==> config.mk <==
export PLATFORM = sky130hd
export DESIGN_NAME = component_sample_to_rgb8
export DESIGN_NICKNAME = d
export VERILOG_FILES = /design/src/rtl/csrgb_pkg.sv /design/src/rtl/csrgb_scale.sv /design/src/rtl/csrgb_ycc.sv /design/src/rtl/component_sample_to_rgb8.sv
export SDC_FILE = /design/constraint.sdc
export NUM_CORES = 1
export LEC_CHECK = 0
export ABC_AREA = 1
export BUFFER_PORTS_ARGS = -buffer_cell sky130_fd_sc_hd__buf_2
export CORE_ASPECT_RATIO = 0.7
export CORE_MARGIN = 5
export CORE_UTILIZATION = 45
export CTS_CLUSTER_DIAMETER = 100
export DETAILED_ROUTE_END_ITERATION = 7
export RECOVER_POWER = 25
export SYNTH_ARGS = -nofsm -noshare
export SYNTH_HDL_FRONTEND = slang
export SYNTH_SLANG_ARGS = --single-unit
==> constraint.sdc <==
create_clock -name clk_i -period 18.6 [get_ports clk_i]
set_clock_uncertainty 0.1 [all_clocks]
set_input_delay 2.79 -clock clk_i [delete_from_list [all_inputs] [get_ports clk_i]]
set_output_delay 2.79 -clock clk_i [all_outputs]
set_load 0.005 [all_outputs]
==> src/rtl/csrgb_pkg.sv <==
// Shared types and constants for the component sample to RGB8 converter.
// No dependencies; imported by the scaler, the color converter and the top level.
`timescale 1ns / 1ps

package csrgb_pkg;

  localparam int unsigned RawW  = 17;
  localparam int unsigned PrecW = 5;
  localparam int unsigned CompW = 8;
  localparam int unsigned SumW  = 27;

  // Q.16 coefficients of the BT.601 YCbCr to RGB conversion.
  localparam logic signed [SumW-1:0] CoefCrR = 27'sd91881;
  localparam logic signed [SumW-1:0] CoefCbG = 27'sd22554;
  localparam logic signed [SumW-1:0] CoefCrG = 27'sd46802;
  localparam logic signed [SumW-1:0] CoefCbB = 27'sd116130;
  localparam logic signed [SumW-1:0] ChromaOffset = 27'sd128;

  typedef enum logic [2:0] {
    RegPrecFirst  = 3'd0,
    RegPrecSecond = 3'd1,
    RegPrecThird  = 3'd2,
    RegSignedMask = 3'd3,
    RegYccConvert = 3'd4
  } reg_idx_e;

  typedef struct packed {
    logic [CompW-1:0] red;
    logic [CompW-1:0] green;
    logic [CompW-1:0] blue;
  } rgb_t;

  // Negative sums give zero; otherwise floor of the Q.16 value, saturated to 255.
  function automatic logic [CompW-1:0] q16_to_byte(logic signed [SumW-1:0] s);
    logic [CompW-1:0] res;
    if (s < 0) begin
      res = '0;
    end else if (s[SumW-1:16] > 11'd255) begin
      res = '1;
    end else begin
      res = s[23:16];
    end
    return res;
  endfunction

endpackage

==> src/rtl/csrgb_scale.sv <==
// One component scaler: signed offset, clamp to the precision, scale to 8 bits.
// Depends on csrgb_pkg.
`timescale 1ns / 1ps

module csrgb_scale #(
  parameter int unsigned MaxPrec = 16
) (
  input  logic signed [csrgb_pkg::RawW-1:0]  raw_i,
  input  logic        [csrgb_pkg::PrecW-1:0] prec_i,
  input  logic                               sgn_i,
  output logic        [csrgb_pkg::CompW-1:0] comp_o
);
  import csrgb_pkg::*;

  logic        [PrecW-1:0] p_eff;
  logic signed [RawW:0]    raw_ext;
  logic        [RawW:0]    bias;
  logic signed [RawW:0]    biased;
  logic        [15:0]      maxv;
  logic        [15:0]      clamped;
  logic        [15:0]      shifted;

  always_comb begin
    if (prec_i == '0) begin
      p_eff = PrecW'(1);
    end else if (prec_i > PrecW'(MaxPrec)) begin
      p_eff = PrecW'(MaxPrec);
    end else begin
      p_eff = prec_i;
    end
  end

  assign raw_ext = (RawW+1)'(raw_i);
  assign bias    = sgn_i ? ((RawW+1)'(1) << (p_eff - PrecW'(1))) : '0;
  assign biased  = raw_ext + signed'(bias);
  assign maxv    = 16'((17'(1) << p_eff) - 17'd1);

  always_comb begin
    if (biased < 0) begin
      clamped = '0;
    end else if (biased > signed'({2'b00, maxv})) begin
      clamped = maxv;
    end else begin
      clamped = biased[15:0];
    end
  end

  always_comb begin
    if (p_eff >= PrecW'(8)) begin
      shifted = clamped >> (p_eff - PrecW'(8));
    end else begin
      shifted = clamped << (PrecW'(8) - p_eff);
    end
  end

  assign comp_o = shifted[CompW-1:0];

endmodule

==> src/rtl/csrgb_ycc.sv <==
// BT.601 YCbCr to RGB conversion in Q.16 fixed point, or pass-through.
// Depends on csrgb_pkg for the coefficients, the saturation function and rgb_t.
`timescale 1ns / 1ps

module csrgb_ycc (
  input  logic [csrgb_pkg::CompW-1:0] c0_i,
  input  logic [csrgb_pkg::CompW-1:0] c1_i,
  input  logic [csrgb_pkg::CompW-1:0] c2_i,
  input  logic                        convert_i,
  output csrgb_pkg::rgb_t             rgb_o
);
  import csrgb_pkg::*;

  logic signed [SumW-1:0] y_w;
  logic signed [SumW-1:0] cb_w;
  logic signed [SumW-1:0] cr_w;
  logic signed [SumW-1:0] sum_r;
  logic signed [SumW-1:0] sum_g;
  logic signed [SumW-1:0] sum_b;

  assign y_w  = signed'(SumW'({c0_i, 16'h0000}));
  assign cb_w = signed'(SumW'(c1_i)) - ChromaOffset;
  assign cr_w = signed'(SumW'(c2_i)) - ChromaOffset;

  // All sums stay well inside 27 bits for 8-bit components.
  assign sum_r = y_w + CoefCrR * cr_w;
  assign sum_g = y_w - CoefCbG * cb_w - CoefCrG * cr_w;
  assign sum_b = y_w + CoefCbB * cb_w;

  always_comb begin
    if (convert_i) begin
      rgb_o.red   = q16_to_byte(sum_r);
      rgb_o.green = q16_to_byte(sum_g);
      rgb_o.blue  = q16_to_byte(sum_b);
    end else begin
      rgb_o.red   = c0_i;
      rgb_o.green = c1_i;
      rgb_o.blue  = c2_i;
    end
  end

endmodule

==> src/rtl/component_sample_to_rgb8.sv <==
// Top level of the component sample to RGB8 converter: config registers and pipeline.
// Depends on csrgb_pkg, csrgb_scale and csrgb_ycc.
`timescale 1ns / 1ps

// Usage:
// One input beat carries one pixel of three raw samples (raw_first_i, raw_second_i,
// raw_third_i); one output beat carries the 8-bit red, green and blue values.
// Both channels move a beat when valid is high and stall is low at a clock edge.
// The pipeline has two registers: raw samples and result. Scaling and color
// conversion sit in one combinational pass between them, and one beat per cycle
// is sustained while the receiver does not stall. When the receiver stalls, the
// result is held and the input register still takes one more beat; in_stall_o
// rises only once both registers hold a beat.
// Configuration goes through the APB-style port at byte addresses 0, 4, 8, 12, 16
// (first, second, third precision, signed mask, YCbCr convert enable). Writes
// are meant to happen while the pipeline is empty. pready is always high.
// Reset empties the pipeline and sets all precisions to 8, the signed mask to 0
// and conversion off.
module component_sample_to_rgb8 #(
  parameter int unsigned MAX_PREC = 16
) (
  input  logic                               clk_i,
  input  logic                               rst_ni,
  input  logic                               psel,
  input  logic                               penable,
  input  logic                               pwrite,
  input  logic [4:0]                         paddr,
  input  logic [31:0]                        pwdata,
  output logic [31:0]                        prdata,
  output logic                               pready,
  input  logic                               in_valid_i,
  output logic                               in_stall_o,
  input  logic signed [csrgb_pkg::RawW-1:0]  raw_first_i,
  input  logic signed [csrgb_pkg::RawW-1:0]  raw_second_i,
  input  logic signed [csrgb_pkg::RawW-1:0]  raw_third_i,
  output logic                               out_valid_o,
  input  logic                               out_stall_i,
  output logic [csrgb_pkg::CompW-1:0]        red_out_o,
  output logic [csrgb_pkg::CompW-1:0]        green_out_o,
  output logic [csrgb_pkg::CompW-1:0]        blue_out_o
);
  import csrgb_pkg::*;

  logic [PrecW-1:0] prec_first_q;
  logic [PrecW-1:0] prec_second_q;
  logic [PrecW-1:0] prec_third_q;
  logic [2:0]       signed_mask_q;
  logic             ycc_convert_q;

  reg_idx_e reg_idx;
  logic     wr_en;

  assign pready  = 1'b1;
  assign reg_idx = reg_idx_e'(paddr[4:2]);
  assign wr_en   = psel && penable && pwrite && pready;

  always_ff @(posedge clk_i or negedge rst_ni) begin
    if (!rst_ni) begin
      prec_first_q  <= PrecW'(8);
      prec_second_q <= PrecW'(8);
      prec_third_q  <= PrecW'(8);
      signed_mask_q <= '0;
      ycc_convert_q <= 1'b0;
    end else if (wr_en) begin
      unique case (reg_idx)
        RegPrecFirst:  prec_first_q  <= pwdata[PrecW-1:0];
        RegPrecSecond: prec_second_q <= pwdata[PrecW-1:0];
        RegPrecThird:  prec_third_q  <= pwdata[PrecW-1:0];
        RegSignedMask: signed_mask_q <= pwdata[2:0];
        RegYccConvert: ycc_convert_q <= pwdata[0];
        default: ;
      endcase
    end
  end

  always_comb begin
    unique case (reg_idx)
      RegPrecFirst:  prdata = 32'(prec_first_q);
      RegPrecSecond: prdata = 32'(prec_second_q);
      RegPrecThird:  prdata = 32'(prec_third_q);
      RegSignedMask: prdata = 32'(signed_mask_q);
      RegYccConvert: prdata = 32'(ycc_convert_q);
      default:       prdata = '0;
    endcase
  end

  // Pipeline control: each stage advances when it is empty or the next one moves.
  logic v0_q, out_valid_q;
  logic en0, en1;

  assign en1        = !out_valid_q || !out_stall_i;
  assign en0        = !v0_q || en1;
  assign in_stall_o = !en0;

  always_ff @(posedge clk_i or negedge rst_ni) begin
    if (!rst_ni) begin
      v0_q        <= 1'b0;
      out_valid_q <= 1'b0;
    end else begin
      if (en0) begin
        v0_q <= in_valid_i;
      end
      if (en1) begin
        out_valid_q <= v0_q;
      end
    end
  end

  logic signed [RawW-1:0] raw0_q, raw1_q, raw2_q;
  logic [CompW-1:0]       c0_d, c1_d, c2_d;
  rgb_t                   rgb_d;
  rgb_t                   rgb_q;

  always_ff @(posedge clk_i) begin
    if (en0 && in_valid_i) begin
      raw0_q <= raw_first_i;
      raw1_q <= raw_second_i;
      raw2_q <= raw_third_i;
    end
    if (en1 && v0_q) begin
      rgb_q <= rgb_d;
    end
  end

  csrgb_scale #(.MaxPrec(MAX_PREC)) u_scale0 (
    .raw_i (raw0_q),
    .prec_i(prec_first_q),
    .sgn_i (signed_mask_q[0]),
    .comp_o(c0_d)
  );

  csrgb_scale #(.MaxPrec(MAX_PREC)) u_scale1 (
    .raw_i (raw1_q),
    .prec_i(prec_second_q),
    .sgn_i (signed_mask_q[1]),
    .comp_o(c1_d)
  );

  csrgb_scale #(.MaxPrec(MAX_PREC)) u_scale2 (
    .raw_i (raw2_q),
    .prec_i(prec_third_q),
    .sgn_i (signed_mask_q[2]),
    .comp_o(c2_d)
  );

  csrgb_ycc u_ycc (
    .c0_i     (c0_d),
    .c1_i     (c1_d),
    .c2_i     (c2_d),
    .convert_i(ycc_convert_q),
    .rgb_o    (rgb_d)
  );

  assign out_valid_o = out_valid_q;
  assign red_out_o   = rgb_q.red;
  assign green_out_o = rgb_q.green;
  assign blue_out_o  = rgb_q.blue;

`ifndef SYNTHESIS
  a_accept_fills: assert property (@(posedge clk_i) disable iff (!rst_ni)
    in_valid_i && !in_stall_o |=> v0_q)
    else $error("accepted beat did not enter the first stage");

  a_stall_only_full: assert property (@(posedge clk_i) disable iff (!rst_ni)
    in_stall_o |-> v0_q && out_valid_q && out_stall_i)
    else $error("input stalled while the pipeline has room");

  a_pass_through: assert property (@(posedge clk_i) disable iff (!rst_ni)
    v0_q && en1 && !ycc_convert_q |=> red_out_o == $past(c0_d)
      && blue_out_o == $past(c2_d))
    else $error("pass-through result differs from the scaled samples");

  a_prec_write: assert property (@(posedge clk_i) disable iff (!rst_ni)
    wr_en && reg_idx == RegPrecFirst |=> prec_first_q == $past(pwdata[PrecW-1:0]))
    else $error("precision register write was lost");
`endif

endmodule
==> results of run 1 <==
## cells in the mapped netlist, types with 8 or more instances
master	n	area share
o21ai_0	124	0.030
edfxtp_1	75	0.11
o211ai_1	23	0.0083
clkinv_1	10	0.0018
ha_1	398	0.24
nand4_1	36	0.011
dfrtp_1	18	0.022
nand2_2	14	0.0042
fa_1	125	0.12
nor3_1	40	0.0096
nand2_4	8	0.0043
a21oi_1	187	0.045
nand2_1	555	0.10
xor2_1	95	0.040
a21o_1	14	0.0050
clkbuf_1	28	0.0050
xnor2_1	52	0.022
or2_2	9	0.0027
buf_4	34	0.012
inv_1	414	0.074
nand3_1	156	0.037
o21bai_1	14	0.0050
a31oi_1	9	0.0027
nor2_2	9	0.0027
nand3_2	8	0.0038
nor2_1	155	0.028
o21ai_1	21	0.0050
inv_2	12	0.0022
## sequential cells by signal (all words and copies together), names as in the netlist
signal and count:
raw0_q 17, raw1_q 17, raw2_q 17, blue_out_o 8, green_out_o 8, red_out_o 8
prec_first_q 5, prec_second_q 5, prec_third_q 5, signed_mask_q 3, out_valid_o 1, v0_q 1
ycc_convert_q 1
## critical path: cells and delay by family (launching register included)
family	cells	cell delay, ns
simple gates	34	6.23
fa+ha+maj	11	4.06
compound gates	14	2.40
buf+inv	9	1.80
flops	1	0.76
xor+xnor	2	0.35
## layer usage
metal	part of all wire	up-vias	global-route usage
met5	0	-	0
met4	0.014	0	0.04056
met3	0.058	56	0.03891
met2	0.42	408	0.3565
met1	0.51	8469	0.3427
li1	-	9236	-
## per-stage QoR
step	setup slack, ns	utilization	hold WS [ns]	cells
after global routing	1.077	0.4796	0.4381	3443
after detailed placement	2.848	0.4732	0.3817	3427
final	2.597	0.4796	0.4043	3443
after floorplan	5.588	-	0.3331	2785
after CTS	2.744	0.4797	0.4021	3443
after global placement	2.931	0.4732	0.3897	3427
## final cells by class
type                            instances  area, um2
Fill cell                            4585      24020
Clock buffer                            9      225.2
Tap cell                              612      765.7
Inverter                              440       1672
Timing Repair Buffer                  107      559.3
Sequential cell                        96       2781
Multi-Input combinational cell       2172      16060
Clock inverter                          7      71.32
## path summary, 6_finish.rpt
kind | startpoint | to | slack [ns]
min in group asynchronous | rst_ni | prec_third_q[0] | 2.55
hold reg to reg | v0_q | out_valid_o | 0.40
max in group asynchronous | rst_ni | prec_third_q[1] | 15.10
setup reg to reg | prec_second_q[4] | green_out_o[3] | 2.60
setup / recovery | prec_second_q[4] | green_out_o[3] | 2.60
hold / removal | v0_q | out_valid_o | 0.40
## cell families after synthesis
kind of cell,Yosys count
and+or+nand+nor,1017
adders and majority gates,523
buffers and inverters,517
AOI/OAI and AO/OA,448
xor gates and xnor gates,149
DFF,96
muxes,5
other,2
==> flow_summary.toml, run 1 <==
[grt]
antenna_found_initial = 0
grt_pass1_wl_um = 94280
grt_pass1_vias = 17920
grt_max_degree = 52
grt-ovfl-total = 0
grtUsageTotal = 0.2303

[setup_path]
end_kind = "flop"
cpPeakStageDelay_ns = 0.76
critPathMostFrequentCell = "nand2_1"
cpMaxStageDelayCell = "dfrtp_1"
arrival_ns = 16.04
worstSetupPathType = "flop to flop"
worstPathRequired_ns = 18.64
cp_max_fo = 19
cp-start-kind = "flop"
ff2ff_path_depth = 70

[yosys]
yosys.area_share.simple = 0.2156
synth_edf_count = 75
synth_top_family_by_area = "adder cells"
netlist_area_um2 = 20860
yosysWarnings = 0
synth_compound_gate_area_share = 0.1242
synth_mux_area_frac = 0.002399
ys_ff_latch = 96
synthAdderAreaFrac = 0.3587
synth_cells = 2757
synthArstFlopShare = 0.2188
avgSynthCellArea_um2 = 7.567
ys_types = 76
yosys.area_share.xor_xnor = 0.06328
yosysSeqAreaShare = 0.1333
synthFlopType = "edfxtp_1"

[clock_tree]
cts_tree = "built"
cts_setup_buffers = 0
clock_sinks = 96
ctsHoldBuffers = 0
clk_pin_slew_worst_paths_ns = 0.09
cts-root-buf = "clkbuf_16"
cts_buffer_depth = 2
clk_latency_ns = 0.40
cts-resized-gates = 0
htreeDepth = 3
numCtsBuffers = 9

[floorplan]
coreArea_um2 = 46160
start_util = 0.4519
die_height_um = 190.1
boundaryPins = 154
die_w_um = 267.3
rows = 66
dieArea_um2 = 50830

[routing]
via_per_inst = 5.277
routed_wl_um = 58250
postRouteAntennaNets = 0
wire_per_inst_um = 16.92
drt_iter0_drc = 1286
drc = 0
first_pass_iters = 5
vias = 18170

[placement]
port_buffers = 96
post_dp_cell_area_um2 = 21850
dp_hpwl_um = 49150
place_congestion = 0.9186

[sta]
fin_crit_sh = 0.8604
rsz0062_at_grt = "false"
worst_pin_slew_ns = 1.272
finalHoldViolations = 0
fmax_mhz = 62.49
slew_headroom = 0.1521
setup_viol = 0
final_max_slew_viol_count = 0
min_period_ns = 16.00
finalSetupTns_ns = 0

[worst_hold_path]
holdPathStages = 2
hold_class = "flop to flop"

[finish]
diodes = 0
syn_to_final_growth_pct = 6.124
layout.nets = 3444
finalInstanceArea_um2 = 22140
layout_common_cells = "555 x nand2_1, 413 x inv_1, 398 x ha_1"
drive_gt1_frac = 0.07559
final_common_cell = "nand2_1"

[flow_run]
maxCapViolations = 0

[outcome]
outcome = "finished clean"
Power of run 1 is not shown: default switching activity piles up to over one toggle a cycle in this logic, so the estimate is an artifact.
==> inputs of run 2 (changes only) <==
--- a/config.mk
+++ b/config.mk
@@ -12,7 +12,7 @@
 export CORE_UTILIZATION = 45
 export CTS_CLUSTER_DIAMETER = 100
 export DETAILED_ROUTE_END_ITERATION = 7
-export RECOVER_POWER = 25
+export RECOVER_POWER = 50
 export SYNTH_ARGS = -nofsm -noshare
 export SYNTH_HDL_FRONTEND = slang
 export SYNTH_SLANG_ARGS = --single-unit
==> constraint.sdc (replaced) <==
create_clock -name clk_i -period 18.2 [get_ports clk_i]
set_clock_uncertainty 0.1 [all_clocks]
set_input_delay 2.73 -clock clk_i [delete_from_list [all_inputs] [get_ports clk_i]]
set_output_delay 2.73 -clock clk_i [all_outputs]
set_load 0.005 [all_outputs]
==> flow_summary.toml, run 2 (synthesis gave the netlist of run 1 again) <==
[clock_tree]
ctsHoldBuffers = 0
cts-resized-gates = 0
clock_sinks = 96
cts_tree = "built"
clk_pin_slew_worst_paths_ns = 0.09
clk_latency_ns = 0.41
cts_buffer_depth = 2
htreeDepth = 3
cts-root-buf = "clkbuf_16"
numCtsBuffers = 9
cts_setup_buffers = 0

[sta]
rsz0062_at_grt = "false"
min_period_ns = 15.87
finalHoldViolations = 0
final_max_slew_viol_count = 25
fmax_mhz = 63.00
fin_crit_sh = 0.8722
slew_headroom = -0.9004
setup_viol = 0
finalSetupTns_ns = 0
worst_pin_slew_ns = 2.851

[grt]
antenna_found_initial = 0
grt_pass1_vias = 17960
grt_max_degree = 52
grt_pass1_wl_um = 93760
grtUsageTotal = 0.2281
grt-ovfl-total = 0

[setup_path]
critPathLaunch = "prec_second_q[2]"
critical_path_depth = 73
path_buf_inv = 7
arrival_ns = 15.91
worstSetupPathType = "flop to flop"
worstReg2RegStart = "prec_second_q[2]"
r2r-end = "green_out_o[2]"
cpMaxStageDelayCell = "dfrtp_1"
critPathMostFrequentCell = "nand2_1"
r2r_slack_ns = 2.33
end_kind = "flop"
cp-start-kind = "flop"
critPathTopFamily = "simple AND/OR/NAND/NOR gates"
cpPeakStageDelay_ns = 0.79
worstPathRequired_ns = 18.24
cp_max_fo = 19
endpoint = "green_out_o[2]"
ff2ff_path_depth = 73

[finish]
layout_common_cells = "555 x nand2_1, 413 x inv_1, 398 x ha_1"
drive_gt1_frac = 0.07178
layout.nets = 3441
reg.largest.list = "raw0_q (17), raw1_q (17), raw2_q (17)"
final_common_cell = "nand2_1"
syn_to_final_growth_pct = 5.980
layout.cells.non_filler = 3440
diodes = 0

[floorplan]
die_w_um = 267.3
dieArea_um2 = 50830
coreArea_um2 = 46160
die_height_um = 190.1
boundaryPins = 154
rows = 66
start_util = 0.4519

[routing]
wire_per_inst_um = 16.87
routed_wl_um = 58040
vias = 18440
drt_iter0_drc = 1300
postRouteAntennaNets = 0
first_pass_iters = 6
via_per_inst = 5.360
drc = 0

[worst_hold_path]
hold_class = "flop to flop"
hp-start = "v0_q"

[outcome]
outcome = "finished, violations left"
violations = "max-capacitance violations, max-slew violations"

[flow_run]
maxCapViolations = 1

[placement]
port_buffers = 96
dp_hpwl_um = 48820
place_congestion = 0.9330
place_inst = 3424
-- run 2: cell types whose count changed in the layout (fill, tap and decap cells not counted), sizes merged --
cell | previous run | this run
clkbuf | 12 | 19
clkinv | 12 | 15
inv | 433 | 432
clkinvlp | 2 | 0
buf | 104 | 94
-- run 2: area by class of cell --
class / instances / area (um2)
clock buffers: 9 / 225.2
multi-input cells: 2172 / 16050
fillers: 4592 / 24050
clock inverters: 7 / 83.83
flip-flops and latches: 96 / 2781
well taps: 612 / 765.7
inverters: 440 / 1672
repair buffers: 104 / 528.0
-- run 2: through the flow --
stage | utilization | cell area (um2) | setup slack [ns] | hold slack [ns]
detailed placement | 0.4728 | 21820 | 2.595 | 0.3916
CTS | 0.4795 | 22130 | 2.526 | 0.4178
finish | 0.4789 | 22110 | 2.326 | 0.3841
global placement | 0.4728 | 21820 | 2.768 | 0.3879
global route | 0.4789 | 22110 | 0.8921 | 0.4236
floorplan | - | 20970 | 5.188 | 0.3331
-- run 2: worst min-delay path by stage --
stage,to,slack (ns),cells past startpoint
final,out_valid_o,0.38,2
after global routing,out_valid_o,0.42,2
after CTS,out_valid_o,0.42,2
after detailed placement,out_valid_o,0.39,2
after global placement,prec_first_q[3],0.39,2
after floorplan,out_valid_o,0.33,2
-- run 2: metal layers --
| layer | global-route usage | share of wire |
|---|---|---|
| met5 | 0 | 0 |
| met4 | 0.03091 | 0.010 |
| met2 | 0.3502 | 0.42 |
| met3 | 0.03090 | 0.057 |
| met1 | 0.3501 | 0.51 |
-- run 2: worst reg2reg max path: cells and delay by family (launching register included) --
family	cells	cell delay (ns)
AOI/OAI and AO/OA	14	2.38
and+or+nand+nor	38	6.27
adders and majority gates	12	4.31
DFF	1	0.79
xor gates and xnor gates	2	0.37
buffers and inverters	7	1.41
Power of run 2 is left out for the same reason.
